==> src/design/ebsm_pkg.sv <==
`timescale 1ns / 1ps
// Shared types, codes and constants for the energy buffer supply monitor.
// No dependencies; imported by every module of the block.
package ebsm_pkg;

  localparam int DEF_ENERGY_BITS      = 40;
  localparam int DEF_ENERGY_FRAC_BITS = 8;

  localparam int CAP_BITS   = 24;
  localparam int VOLT_BITS  = 24;
  localparam int QUOT_BITS  = 2 * VOLT_BITS;
  localparam int SREM_BITS  = VOLT_BITS + 1;
  localparam int SUB_BITS   = SREM_BITS + 2;
  localparam int DELTA_BITS = 32;
  localparam int CMD_BITS   = 2;
  localparam int IDX_BITS   = 3;
  localparam int OUT_DATA_BITS = 32;

  localparam longint unsigned LOW_RESET  = 64'd4147200;
  localparam longint unsigned HIGH_RESET = 64'd16588800;
  localparam longint unsigned WARN_RESET = 64'd5120000;
  localparam longint unsigned CAP_RESET  = 64'd10000;

  localparam logic [VOLT_BITS-1:0] VOLT_MAX = '1;

  localparam logic [IDX_BITS-1:0] REG_LOW       = 3'd0;
  localparam logic [IDX_BITS-1:0] REG_HIGH      = 3'd1;
  localparam logic [IDX_BITS-1:0] REG_WARN      = 3'd2;
  localparam logic [IDX_BITS-1:0] REG_CAP       = 3'd3;
  localparam logic [IDX_BITS-1:0] REG_UNLIMITED = 3'd4;

  localparam logic [CMD_BITS-1:0] CMD_ADD    = 2'd0;
  localparam logic [CMD_BITS-1:0] CMD_REFILL = 2'd1;
  localparam logic [CMD_BITS-1:0] CMD_REBOOT = 2'd2;

  typedef enum logic [1:0] {
    MODE_ON  = 2'd0,
    MODE_INT = 2'd1,
    MODE_OFF = 2'd2
  } mode_t;

  typedef enum logic [2:0] {
    S_IDLE,
    S_APPLY,
    S_MODE,
    S_START,
    S_VOLT,
    S_FIN
  } state_t;

  typedef enum logic [1:0] {
    V_IDLE,
    V_DIV,
    V_SQRT
  } vstate_t;

  typedef struct packed {
    logic                 done;
    logic [VOLT_BITS-1:0] voltage;
  } volt_rsp_t;

endpackage

==> src/design/ebsm_sub.sv <==
`timescale 1ns / 1ps
// Shared compare-subtract unit: difference and a >= b flag.
// Used by the voltage unit for both the division and the square root.
module ebsm_sub
  import ebsm_pkg::*;
#(
  parameter int W = SUB_BITS
) (
  input  logic [W-1:0] a,
  input  logic [W-1:0] b,
  output logic [W-1:0] diff,
  output logic         ge
);

  logic [W:0] d;

  assign d    = {1'b0, a} - {1'b0, b};
  assign ge   = ~d[W];
  assign diff = d[W-1:0];

endmodule

==> src/design/ebsm_volt.sv <==
`timescale 1ns / 1ps
// Capacitor voltage unit: restoring division of scaled energy by capacitance,
// then a bit-pair square root, both on the shared ebsm_sub unit. Uses ebsm_pkg.
module ebsm_volt
  import ebsm_pkg::*;
#(
  parameter int ENERGY_BITS      = DEF_ENERGY_BITS,
  parameter int ENERGY_FRAC_BITS = DEF_ENERGY_FRAC_BITS
) (
  input  logic                          clk,
  input  logic                          rst_n,
  input  logic                          start,
  input  logic signed [ENERGY_BITS+1:0] level,
  input  logic [CAP_BITS-1:0]           cap,
  output volt_rsp_t                     rsp
);

  localparam int LW = ENERGY_BITS + 2;
  localparam int VS = 33 - ENERGY_FRAC_BITS;
  localparam int DW = ENERGY_BITS + 1 + VS;
  localparam int CW = $clog2(DW);

  vstate_t                vstate_r, vstate_nxt;
  logic [CW-1:0]          cnt_r, cnt_nxt;
  logic [ENERGY_BITS:0]   e_r, e_nxt;
  logic [SREM_BITS-1:0]   rem_r, rem_nxt;
  logic [QUOT_BITS-1:0]   quot_r, quot_nxt;
  logic                   ovf_r, ovf_nxt;
  logic [VOLT_BITS-1:0]   root_r, root_nxt;
  logic                   done_r, done_nxt;
  logic [VOLT_BITS-1:0]   volt_r, volt_nxt;

  logic [SUB_BITS-1:0]    sub_a, sub_b, sub_diff;
  logic                   sub_ge;
  logic                   nonpos;
  logic                   ovf_div;

  assign nonpos  = level[LW-1] || (level == '0);
  assign ovf_div = ovf_r | quot_r[QUOT_BITS-1];

  always_comb begin
    if (vstate_r == V_SQRT) begin
      sub_a = {rem_r, quot_r[QUOT_BITS-1 -: 2]};
      sub_b = {1'b0, root_r, 2'b01};
    end else begin
      sub_a = {{(SUB_BITS-CAP_BITS-1){1'b0}}, rem_r[CAP_BITS-1:0], e_r[ENERGY_BITS]};
      sub_b = {{(SUB_BITS-CAP_BITS){1'b0}}, cap};
    end
  end

  ebsm_sub #(.W(SUB_BITS)) u_sub (
    .a    (sub_a),
    .b    (sub_b),
    .diff (sub_diff),
    .ge   (sub_ge)
  );

  always_comb begin
    vstate_nxt = vstate_r;
    unique case (vstate_r)
      V_IDLE: begin
        if (start && !nonpos && (cap != '0)) begin
          vstate_nxt = V_DIV;
        end
      end
      V_DIV: begin
        if (cnt_r == '0) begin
          vstate_nxt = ovf_div ? V_IDLE : V_SQRT;
        end
      end
      V_SQRT: begin
        if (cnt_r == '0) begin
          vstate_nxt = V_IDLE;
        end
      end
      default: vstate_nxt = V_IDLE;
    endcase
  end

  always_comb begin
    cnt_nxt  = cnt_r;
    e_nxt    = e_r;
    rem_nxt  = rem_r;
    quot_nxt = quot_r;
    ovf_nxt  = ovf_r;
    root_nxt = root_r;
    done_nxt = 1'b0;
    volt_nxt = volt_r;
    unique case (vstate_r)
      V_IDLE: begin
        if (start) begin
          if (nonpos) begin
            volt_nxt = '0;
            done_nxt = 1'b1;
          end else if (cap == '0) begin
            volt_nxt = VOLT_MAX;
            done_nxt = 1'b1;
          end else begin
            e_nxt    = level[ENERGY_BITS:0];
            rem_nxt  = '0;
            quot_nxt = '0;
            ovf_nxt  = 1'b0;
            cnt_nxt  = CW'(DW - 1);
          end
        end
      end
      V_DIV: begin
        e_nxt    = {e_r[ENERGY_BITS-1:0], 1'b0};
        rem_nxt  = sub_ge ? sub_diff[SREM_BITS-1:0] : sub_a[SREM_BITS-1:0];
        quot_nxt = {quot_r[QUOT_BITS-2:0], sub_ge};
        ovf_nxt  = ovf_div;
        cnt_nxt  = cnt_r - 1'b1;
        if (cnt_r == '0) begin
          if (ovf_div) begin
            volt_nxt = VOLT_MAX;
            done_nxt = 1'b1;
          end else begin
            cnt_nxt  = CW'(VOLT_BITS - 1);
            rem_nxt  = '0;
            root_nxt = '0;
          end
        end
      end
      V_SQRT: begin
        rem_nxt  = sub_ge ? sub_diff[SREM_BITS-1:0] : sub_a[SREM_BITS-1:0];
        quot_nxt = {quot_r[QUOT_BITS-3:0], 2'b00};
        root_nxt = {root_r[VOLT_BITS-2:0], sub_ge};
        cnt_nxt  = cnt_r - 1'b1;
        if (cnt_r == '0) begin
          volt_nxt = root_nxt;
          done_nxt = 1'b1;
        end
      end
      default: ;
    endcase
  end

  always_ff @(posedge clk) begin
    if (!rst_n) begin
      vstate_r <= V_IDLE;
      done_r   <= 1'b0;
    end else begin
      vstate_r <= vstate_nxt;
      done_r   <= done_nxt;
    end
    cnt_r  <= cnt_nxt;
    e_r    <= e_nxt;
    rem_r  <= rem_nxt;
    quot_r <= quot_nxt;
    ovf_r  <= ovf_nxt;
    root_r <= root_nxt;
    volt_r <= volt_nxt;
  end

  assign rsp.done    = done_r;
  assign rsp.voltage = volt_r;

endmodule

==> src/design/energy_buffer_supply_monitor.sv <==
`timescale 1ns / 1ps
// Top level: stream ports, threshold registers, energy level and supply mode.
// Depends on ebsm_pkg and ebsm_volt (which uses ebsm_sub).

// Keeps a signed energy level for a storage capacitor and an on / interrupt /
// off supply mode. Each input beat (in_tuser = command, in_tdata = signed
// delta) adds energy (ignored while unlimited is set), refills to high_energy
// or forces a reboot, and yields one output beat with the new mode and
// floor(sqrt(2E/C)) in 1/65536 V. One item at a time: the result comes from
// the shared compare-subtract unit, which runs one quotient bit per cycle over
// the scaled energy and then one root bit per cycle over 24 bits. An item
// whose level is not positive, or with zero capacitance, skips the division
// and the root. The next beat is taken only once the result is posted. A
// finished result waits in the output register while the next beat is taken;
// a second finished result holds until that one drains.
// Configure thresholds while idle, then issue a refill.
module energy_buffer_supply_monitor
  import ebsm_pkg::*;
#(
  parameter int ENERGY_BITS      = DEF_ENERGY_BITS,
  parameter int ENERGY_FRAC_BITS = DEF_ENERGY_FRAC_BITS
) (
  input  logic                     clk,
  input  logic                     rst_n,
  input  logic                     in_tvalid,
  output logic                     in_tready,
  input  logic [DELTA_BITS-1:0]    in_tdata,   // [31:0] energy_delta
  input  logic [CMD_BITS-1:0]      in_tuser,   // [1:0] cmd
  output logic                     out_tvalid,
  input  logic                     out_tready,
  output logic [OUT_DATA_BITS-1:0] out_tdata,  // [1:0] power_mode, [25:2] cap_voltage
  input  logic                     cfg_valid,
  output logic                     cfg_ready,
  input  logic [IDX_BITS-1:0]      cfg_index,
  input  logic [ENERGY_BITS-1:0]   cfg_data
);

  localparam int LW   = ENERGY_BITS + 2;
  localparam int SUMW = ((LW > DELTA_BITS + 1) ? LW : DELTA_BITS + 1) + 1;
  localparam logic [SUMW-1:0] LEVEL_MAX =
    {{(SUMW-ENERGY_BITS-1){1'b0}}, {(ENERGY_BITS+1){1'b1}}};

  state_t                 state_r, state_nxt;
  logic [CMD_BITS-1:0]    cmd_r;
  logic [DELTA_BITS-1:0]  delta_r;
  logic signed [LW-1:0]   level_r, level_nxt;
  logic signed [SUMW-1:0] sum_r, sum_nxt;
  mode_t                  mode_r, mode_nxt;
  logic                   out_valid_r, out_valid_nxt;
  mode_t                  out_mode_r, out_mode_nxt;
  logic [VOLT_BITS-1:0]   out_volt_r, out_volt_nxt;

  logic [ENERGY_BITS-1:0] low_r, high_r, warn_r;
  logic [CAP_BITS-1:0]    cap_r;
  logic                   unl_r;

  logic                   start;
  volt_rsp_t              rsp;
  logic signed [SUMW-1:0] sum_full, lo_s, hi_s, warn_s, lo_m1;
  logic                   do_add, out_free;

  assign cfg_ready = 1'b1;

  always_ff @(posedge clk) begin
    if (!rst_n) begin
      low_r  <= ENERGY_BITS'(LOW_RESET);
      high_r <= ENERGY_BITS'(HIGH_RESET);
      warn_r <= ENERGY_BITS'(WARN_RESET);
      cap_r  <= CAP_BITS'(CAP_RESET);
      unl_r  <= 1'b0;
    end else if (cfg_valid && cfg_ready) begin
      unique case (cfg_index)
        REG_LOW:       low_r  <= cfg_data;
        REG_HIGH:      high_r <= cfg_data;
        REG_WARN:      warn_r <= cfg_data;
        REG_CAP:       cap_r  <= cfg_data[CAP_BITS-1:0];
        REG_UNLIMITED: unl_r  <= cfg_data[0];
        default: ;
      endcase
    end
  end

  assign do_add   = (cmd_r == CMD_ADD) && !unl_r;
  assign out_free = !out_valid_r || out_tready;
  assign sum_full = {{(SUMW-LW){level_r[LW-1]}}, level_r}
                  + {{(SUMW-DELTA_BITS){delta_r[DELTA_BITS-1]}}, delta_r};
  assign lo_s     = {{(SUMW-ENERGY_BITS){1'b0}}, low_r};
  assign hi_s     = {{(SUMW-ENERGY_BITS){1'b0}}, high_r};
  assign warn_s   = {{(SUMW-ENERGY_BITS){1'b0}}, warn_r};
  assign lo_m1    = lo_s - SUMW'(1);

  always_comb begin
    state_nxt = state_r;
    unique case (state_r)
      S_IDLE:  if (in_tvalid) state_nxt = S_APPLY;
      S_APPLY: state_nxt = do_add ? S_MODE : S_START;
      S_MODE:  state_nxt = S_START;
      S_START: state_nxt = S_VOLT;
      S_VOLT:  if (rsp.done) state_nxt = S_FIN;
      S_FIN:   if (out_free) state_nxt = S_IDLE;
      default: state_nxt = S_IDLE;
    endcase
  end

  always_comb begin
    in_tready = (state_r == S_IDLE);
    start     = (state_r == S_START);
  end

  always_comb begin
    level_nxt     = level_r;
    sum_nxt       = sum_r;
    mode_nxt      = mode_r;
    out_valid_nxt = out_valid_r && !out_tready;
    out_mode_nxt  = out_mode_r;
    out_volt_nxt  = out_volt_r;
    unique case (state_r)
      S_APPLY: begin
        unique case (cmd_r)
          CMD_ADD: begin
            if (!unl_r) begin
              sum_nxt = (sum_full > $signed(LEVEL_MAX)) ? $signed(LEVEL_MAX) : sum_full;
            end
          end
          CMD_REFILL: begin
            level_nxt = {2'b00, high_r};
            mode_nxt  = MODE_ON;
          end
          CMD_REBOOT: mode_nxt = MODE_OFF;
          default: ;
        endcase
      end
      S_MODE: begin
        unique case (mode_r)
          MODE_ON: begin
            if (sum_r <= lo_s) begin
              mode_nxt = MODE_OFF;
            end else if (sum_r <= warn_s) begin
              mode_nxt = MODE_INT;
            end
          end
          MODE_INT: if (sum_r <= lo_s) mode_nxt = MODE_OFF;
          MODE_OFF: if (sum_r >= hi_s) mode_nxt = MODE_ON;
          default: mode_nxt = mode_r;
        endcase
        level_nxt = (sum_r < lo_s) ? lo_m1[LW-1:0] : sum_r[LW-1:0];
      end
      S_FIN: begin
        if (out_free) begin
          out_valid_nxt = 1'b1;
          out_mode_nxt  = mode_r;
          out_volt_nxt  = rsp.voltage;
        end
      end
      default: ;
    endcase
  end

  always_ff @(posedge clk) begin
    if (!rst_n) begin
      state_r     <= S_IDLE;
      level_r     <= LW'(HIGH_RESET);
      mode_r      <= MODE_ON;
      out_valid_r <= 1'b0;
    end else begin
      state_r     <= state_nxt;
      level_r     <= level_nxt;
      mode_r      <= mode_nxt;
      out_valid_r <= out_valid_nxt;
    end
    if (in_tvalid && in_tready) begin
      cmd_r   <= in_tuser;
      delta_r <= in_tdata;
    end
    sum_r      <= sum_nxt;
    out_mode_r <= out_mode_nxt;
    out_volt_r <= out_volt_nxt;
  end

  ebsm_volt #(
    .ENERGY_BITS      (ENERGY_BITS),
    .ENERGY_FRAC_BITS (ENERGY_FRAC_BITS)
  ) u_volt (
    .clk   (clk),
    .rst_n (rst_n),
    .start (start),
    .level (level_r),
    .cap   (cap_r),
    .rsp   (rsp)
  );

  assign out_tvalid = out_valid_r;
  assign out_tdata  = {{(OUT_DATA_BITS-VOLT_BITS-2){1'b0}}, out_volt_r, out_mode_r};

  a_level_floor: assert property (@(posedge clk) disable iff (!rst_n)
    !level_r[LW-1] || (&level_r))
    else $error("energy level below one unit under zero");

  a_done_in_wait: assert property (@(posedge clk) disable iff (!rst_n)
    rsp.done |-> (state_r == S_VOLT))
    else $error("voltage unit finished outside wait state");

  a_out_from_fin: assert property (@(posedge clk) disable iff (!rst_n)
    $rose(out_valid_r) |-> ($past(state_r) == S_FIN))
    else $error("output beat raised outside finish state");

  a_refill: assert property (@(posedge clk) disable iff (!rst_n)
    (state_r == S_APPLY && cmd_r == CMD_REFILL) |=>
      (mode_r == MODE_ON && level_r == {2'b00, high_r}))
    else $error("refill did not restore level and mode");

endmodule
==> config.mk <==
export PLATFORM = sky130hd
export DESIGN_NAME = energy_buffer_supply_monitor
export DESIGN_NICKNAME = d
export VERILOG_FILES = /design/src/design/ebsm_pkg.sv /design/src/design/ebsm_sub.sv /design/src/design/ebsm_volt.sv /design/src/design/energy_buffer_supply_monitor.sv
export SDC_FILE = /design/constraint.sdc
export NUM_CORES = 1
export LEC_CHECK = 0
export ABC_AREA = 1
export BUFFER_PORTS_ARGS = -buffer_cell sky130_fd_sc_hd__buf_4
export CORE_MARGIN = 2
export CORE_UTILIZATION = 30
export CTS_CLUSTER_SIZE = 16
export DETAILED_ROUTE_END_ITERATION = 16
export PLACE_DENSITY = 0.42
export SYNTH_ARGS = -nofsm -noshare
export SYNTH_HDL_FRONTEND = slang
export SYNTH_SLANG_ARGS = --single-unit
==> constraint.sdc <==
create_clock -name clk -period 19.2 [get_ports clk]
set_input_delay 3.84 -clock clk [delete_from_list [all_inputs] [get_ports clk]]
set_output_delay 3.84 -clock clk [all_outputs]
set_load 0.1 [all_outputs]
Yosys cells after proc, flatten, opt, wreduce, memory -nomap -nowiden
Cells that the tools add are included.

word-level totals
  bits in registers = 469
  bits in latches = 0
  RAM bits = 0
  ROM bits = 0
  input port bits = 82
  output and inout port bits = 35
  logic and storage cells = 173
  memories kept = 0

cells by class
  $add $sub $neg = 4
  multipliers = 0
  div/mod/pow operators = 0
  magnitude comparators = 5
  equal/unequal tests = 33
  shift-type cells = 0
  muxes and demuxes = 66
  bitwise gates (word level) = 3
  reductions and logical operators = 39

operators by type and width
  kind                                                                               number
  24-bit 2-to-1 mux                                                                  8
  25-bit 2-to-1 mux                                                                  6
  48-bit 2-to-1 mux                                                                  3
  48-bit case mux with 3 select lines                                                1
  41-bit 2-to-1 mux                                                                  3
  43-bit by 41-bit less-or-equal comparator with 1-bit output                        2
  42-bit 2-to-1 mux                                                                  2
  42-bit case mux with 2 select lines                                                1
  41-bit case mux with 2 select lines                                                1
  25-bit case mux with 3 select lines                                                1
  24-bit case mux with 3 select lines                                                1
  24-bit case mux with 2 select lines                                                1
  42-bit by 32-bit adder with 43-bit output                                          1
  43-bit by 41-bit greater-or-equal comparator with 1-bit output                     1
  43-bit by 42-bit greater-than comparator with 1-bit output, second input constant  1
  43-bit by 41-bit less-than comparator with 1-bit output                            1
  42-bit logical NOT                                                                 1
  40-bit by 1-bit subtractor with 41-bit output, second input constant               1
  7-bit 2-to-1 mux                                                                   5
  27-bit by 26-bit subtractor with 28-bit output                                     1
  27-bit 2-to-1 mux                                                                  1
  26-bit 2-to-1 mux                                                                  1
  24-bit logical NOT                                                                 1
  24-bit nonzero test                                                                1
  other kinds (35)                                                                   104

Logic depth before layout (Yosys ltp)
  word-level depth = 7
  mapped depth = 22

Modules after synthesis
Synthesis repeated with hierarchy kept, for this count alone.

second synthesis, totals
  cell total of the unflattened synthesis = 3496
  area total of the unflattened synthesis = 27627.7 um2

by module, submodules not included
  module                        times used  cells an instance  area each (um2)
  energy_buffer_supply_monitor  1           2217               17295.3
  ebsm_volt                     1           849                8199.1
  ebsm_sub                      1           430                2133.3

Worst setup path after synthesis
No wires, ideal clock.

  path kind = reg-to-reg
  start = register u_volt.vstate_r[0]
  end = register u_volt.cnt_r[0] (enable)
  setup time = 0.617 ns
  arrival time = 6.230 ns
  data required time = 18.583 ns
  setup slack = 12.353 ns
  stages on the path, launching flop included = 6
  buffers on the path = 0
  clock period less this slack = 6.847 ns
  cells stage by stage = dfxtp_1 inv_1 ha_1 inv_1 nor2_1 nor3_1

on the way
  longest elaborated chain between the ends = 3
  elaborated cells on any way between the ends = 8
  classes of those cells = eq/ne (5); reduce/logical (3)

ends and longest elaborated chain
  what                                                                    line              RTL
  start, declared                                                         ebsm_volt.sv:23   vstate_t vstate_r, vstate_nxt;
  start signal, assigned                                                  ebsm_volt.sv:143  vstate_r <= vstate_nxt;
  2-bit by 1-bit == test with 1-bit output, or another cell as far along  ebsm_volt.sv:89   unique case (vstate_r)
  3-bit nonzero test (no line), or another cell as far along              -
  4-bit AND reduction (no line) (*)                                       -
  end signal, assigned                                                    ebsm_volt.sv:146  cnt_r <= cnt_nxt;
  end, declared                                                           ebsm_volt.sv:24   logic [CW-1:0] cnt_r, cnt_nxt;

Mark *: on every way between the ends. The rest lies on a longest branch, timed or not.
A chain may end at the register's enable or synchronous reset.

Worst setup path after layout
  start = register state_r[1]
  end = output in_tready

on the way
  longest elaborated chain between the ends = 1

ends and longest elaborated chain
  what                    line                                 RTL
  start, declared         energy_buffer_supply_monitor.sv:43   state_t state_r, state_nxt;
  start signal, assigned  energy_buffer_supply_monitor.sv:166  state_r <= state_nxt;
  3-bit logical NOT       energy_buffer_supply_monitor.sv:106  in_tready = (state_r == S_IDLE);
  end, declared           energy_buffer_supply_monitor.sv:26   output logic in_tready,

Every way passes these cells.

==> results.ini <==
[synthesis]
synth.largest_area_cell = edfxtp_1
synthTopCellsByArea = edfxtp_1 (31%), dfxtp_1 (15%), ha_1 (9.3%), nand2_1 (8.3%), a21oi_1 (7.3%)
async_flop_share_pct = 0
yosysSeqAreaShare_pct = 45.9
syn_inst = 3176
ys.flop_type = edfxtp_1
synthDistinctLibCells = 56
avgSynthCellArea_sq_um = 8.32
synth-edff-count = 273
yosysWarnings = 0
syn-cell-area_sq_um = 26400
synth_top_area_share_pct = 31.0
synth_seq_cells = 469

[sta]
hold_slack_ns = 0.408
tns_ns = 0
final_max_slew_viol_count = 0
timing.slew.headroom_pct = 25.3
rsz0062_at_grt = no
fmax_mhz = 174
tightest_slew_ns = 1.12
hold_viol = 0
fin_crit_ns = 5.74
finClkSkew_ns = 0.0166
finalCritPeriodShare_pct = 29.9
finalSetupViolations = 0

[clock_tree]
numCtsBuffers = 57
hold_buffers = 0
cts.clk_slew.worst_paths_ns = 0.06
clk_latency_ns = 0.63
cts_num_sinks = 469
cts-root-buf = clkbuf_16
postCtsSetupBuffers = 0
htreeDepth = 2
cts.path.max_buffers = 3
cts_tree = done
ctsResizeCount = 0

[critical_path]
crit_start = state_r[1]
reg2reg_from = u_volt.vstate_r[0]
cp.required_ns = 15.36
critPathKind = flop to primary output
critPathBufInv = 2
crit_family = simple AND/OR/NAND/NOR gates
slowest_stage = buf_4
cp-end-kind = primary output
critPathMostFrequentCell = nor2_1
path_cells = nor2_1, inv_1, nor2_1, buf_4
cp-start-kind = flop
cp_data_arrival_time_ns = 1.90
cpPeakStageDelay_ns = 0.38
crit_fanout = 5

[detailed_routing]
dr_wl_met3_mm = 2.82
vias_per_cell = 4.90
routedWlPerCell_um = 19.0
drtAntennaViolNets = 0
dr_wl_met2_mm = 43.6
topRoutingLayerUsed = met4
drt_wl_total_mm = 84.6
drc = 0
first_pass_iters = 5
drt-initial-drc-count = 1399
met1_length_mm = 35.4
vias = 21812

[layout]
seq_area_sq_um = 12100
drive_above_1_share_pct = 7.83
final_nets = 3530
fillCellCount = 9189
multi_input_area_sq_um = 12300
area_growth_pct = 14.4
utilization_pct = 34.7

[grt]
first_global_vias = 21466
grt_max_degree = 101
grt_pass1_wl_mm = 128
antenna_found_initial = 3
grt_use_total_pct = 18.5
grt_overflow = 0

[worst_hold_path]
min_path_type = flop to flop
worstHoldStart = u_volt.volt_r[3]

[place]
dp_hpwl_mm = 64.6
routabilityCongestion = 0.903
io_buffers = 109

[power_and_ir_drop]
vdd_drop_max_mv = 0.0739
power_density_nw_per_um2 = 141
p_leak_nw = 12.3
power_mw = 4.26

[floorplanning]
initial_core_util_pct = 30.4
placementRows = 108
core_sq_um = 87000
die_h_um = 301
die_w_um = 301
ioPinCount = 117
dieArea_sq_um = 90500

[job]
drv_cap = 0

[outcome]
status = finished, final reports clean

[metrics by stage]
stage / worst slack [ns] / area [sq um] / std cells
5_1_grt: 13.40 / 30200 / 4451
6_report: 13.46 / 30200 / 4452
3_3_place_gp: 13.49 / 28400 / 4345
4_1_cts: 13.43 / 30200 / 4451
3_5_place_dp: 13.39 / 28400 / 4345
2_1_floorplan: 12.35 / 26400 / 3181
[logic make-up (layout without fill, tap and decap cells)]
logic type | Yosys count | count (layout) | synth area share [%]
fa+ha+maj | 199 | 199 | 9.48
buf+inv | 528 | 643 | 7.79
flops | 469 | 469 | 45.9
xor+xnor | 86 | 86 | 2.92
compound gates | 874 | 874 | 17.7
mux | 1 | 1 | 0.0379
simple gates | 1017 | 1017 | 16.1
other cells | 2 | 8 | 0.0284
[synthesized netlist by cell type (all sizes together) (2+ instances only)]
cell	count
o21bai	8
ha	197
o21a	11
and3	4
inv	400
clkinv	4
nand3b	2
or2	5
o211ai	46
o21ai	342
nor4	17
clkbuf	92
a21boi	8
nor3	51
xnor2	31
conb	2
o311ai	2
edfxtp	273
a21oi	384
xor2	55
o22ai	46
dfxtp	196
nor3b	2
buf	32
nand2	594
a21o	8
fa	2
a31oi	14
nand4	44
nand3	74
nor2	223
[worst register-to-register path: stages, from the launching register on]
cell and delay (ns):
dfxtp_1 0.33, inv_1 0.11, ha_2 0.17, buf_4 0.52, clkinv_1 0.19, buf_4 0.31
nand2_1 0.12, o21ai_0 0.12, ha_1 0.41, a21oi_1 0.11, o21ai_0 0.24, a21oi_1 0.13
o21ai_1 0.34, nand3_1 0.11, nand2_1 0.33, buf_4 0.41, inv_1 0.22, a21oi_1 0.17
nor2_1 0.07
[final cells by class]
cell class / instances / area share, %
diodes: 1 / 0.00828
clock buffers: 80 / 5.31
clock inverters: 26 / 0.770
inverters: 404 / 5.02
multi-input cells: 2184 / 40.7
flip-flops and latches: 469 / 40.1
well taps: 1155 / 4.78
repair buffers: 133 / 3.30
[routing by layer]
metal / GRT usage [%] / vias to the layer above
met3: 2.17 / 131
met1: 22.1 / 10309
met2: 34.0 / 378
met5: 0 / -
li1: - / 10994
met4: 6.23 / 0
[state kept, by name, indices dropped and copies added (netlist names), 2 cells and up]
register and cells:
u_volt.volt_r 24, u_volt.vstate_r 2, cap_r 24, out_volt_r 24, mode_r 2, u_volt.root_r 24, u_volt.quot_r 48, sum_r 43
u_volt.cnt_r 7, delta_r 32, low_r 40, u_volt.e_r 41, level_r 42, u_volt.rem_r 25, state_r 3, high_r 40
out_mode_r 2, warn_r 40, cmd_r 2
[power breakdown]
| group | total (mW) | switching, mW | internal (mW) |
|---|---|---|---|
| registers | 1.51 | 0.137 | 1.37 |
| clock network | 1.07 | 0.445 | 0.621 |
| logic | 1.69 | 1.17 | 0.517 |
| total | 4.26 | 1.75 | 2.51 |
[cell usage in the layout, fill, tap and decap left out, drive strengths merged, types with 44 or more instances in the layout]
cell type | Yosys | layout
a21oi | 384 | 384
buf | 32 | 133
clkbuf | 92 | 80
dfxtp | 196 | 196
edfxtp | 273 | 273
ha | 197 | 197
inv | 400 | 400
nand2 | 594 | 594
nand3 | 74 | 74
nand4 | 44 | 44
nor2 | 223 | 223
nor3 | 51 | 51
o211ai | 46 | 46
o21ai | 342 | 342
o22ai | 46 | 46
xor2 | 55 | 55
[worst paths after layout]
kind | to | slack, ns | cells after the start
setup / recovery | in_tready | 13.46 | 4
hold / removal | out_volt_r[3] | 0.41 | 0
setup reg to reg | u_volt.rem_r[4] | 14.54 | 18
hold reg to reg | out_volt_r[3] | 0.41 | 0
(Power assumes the default switching activity.)
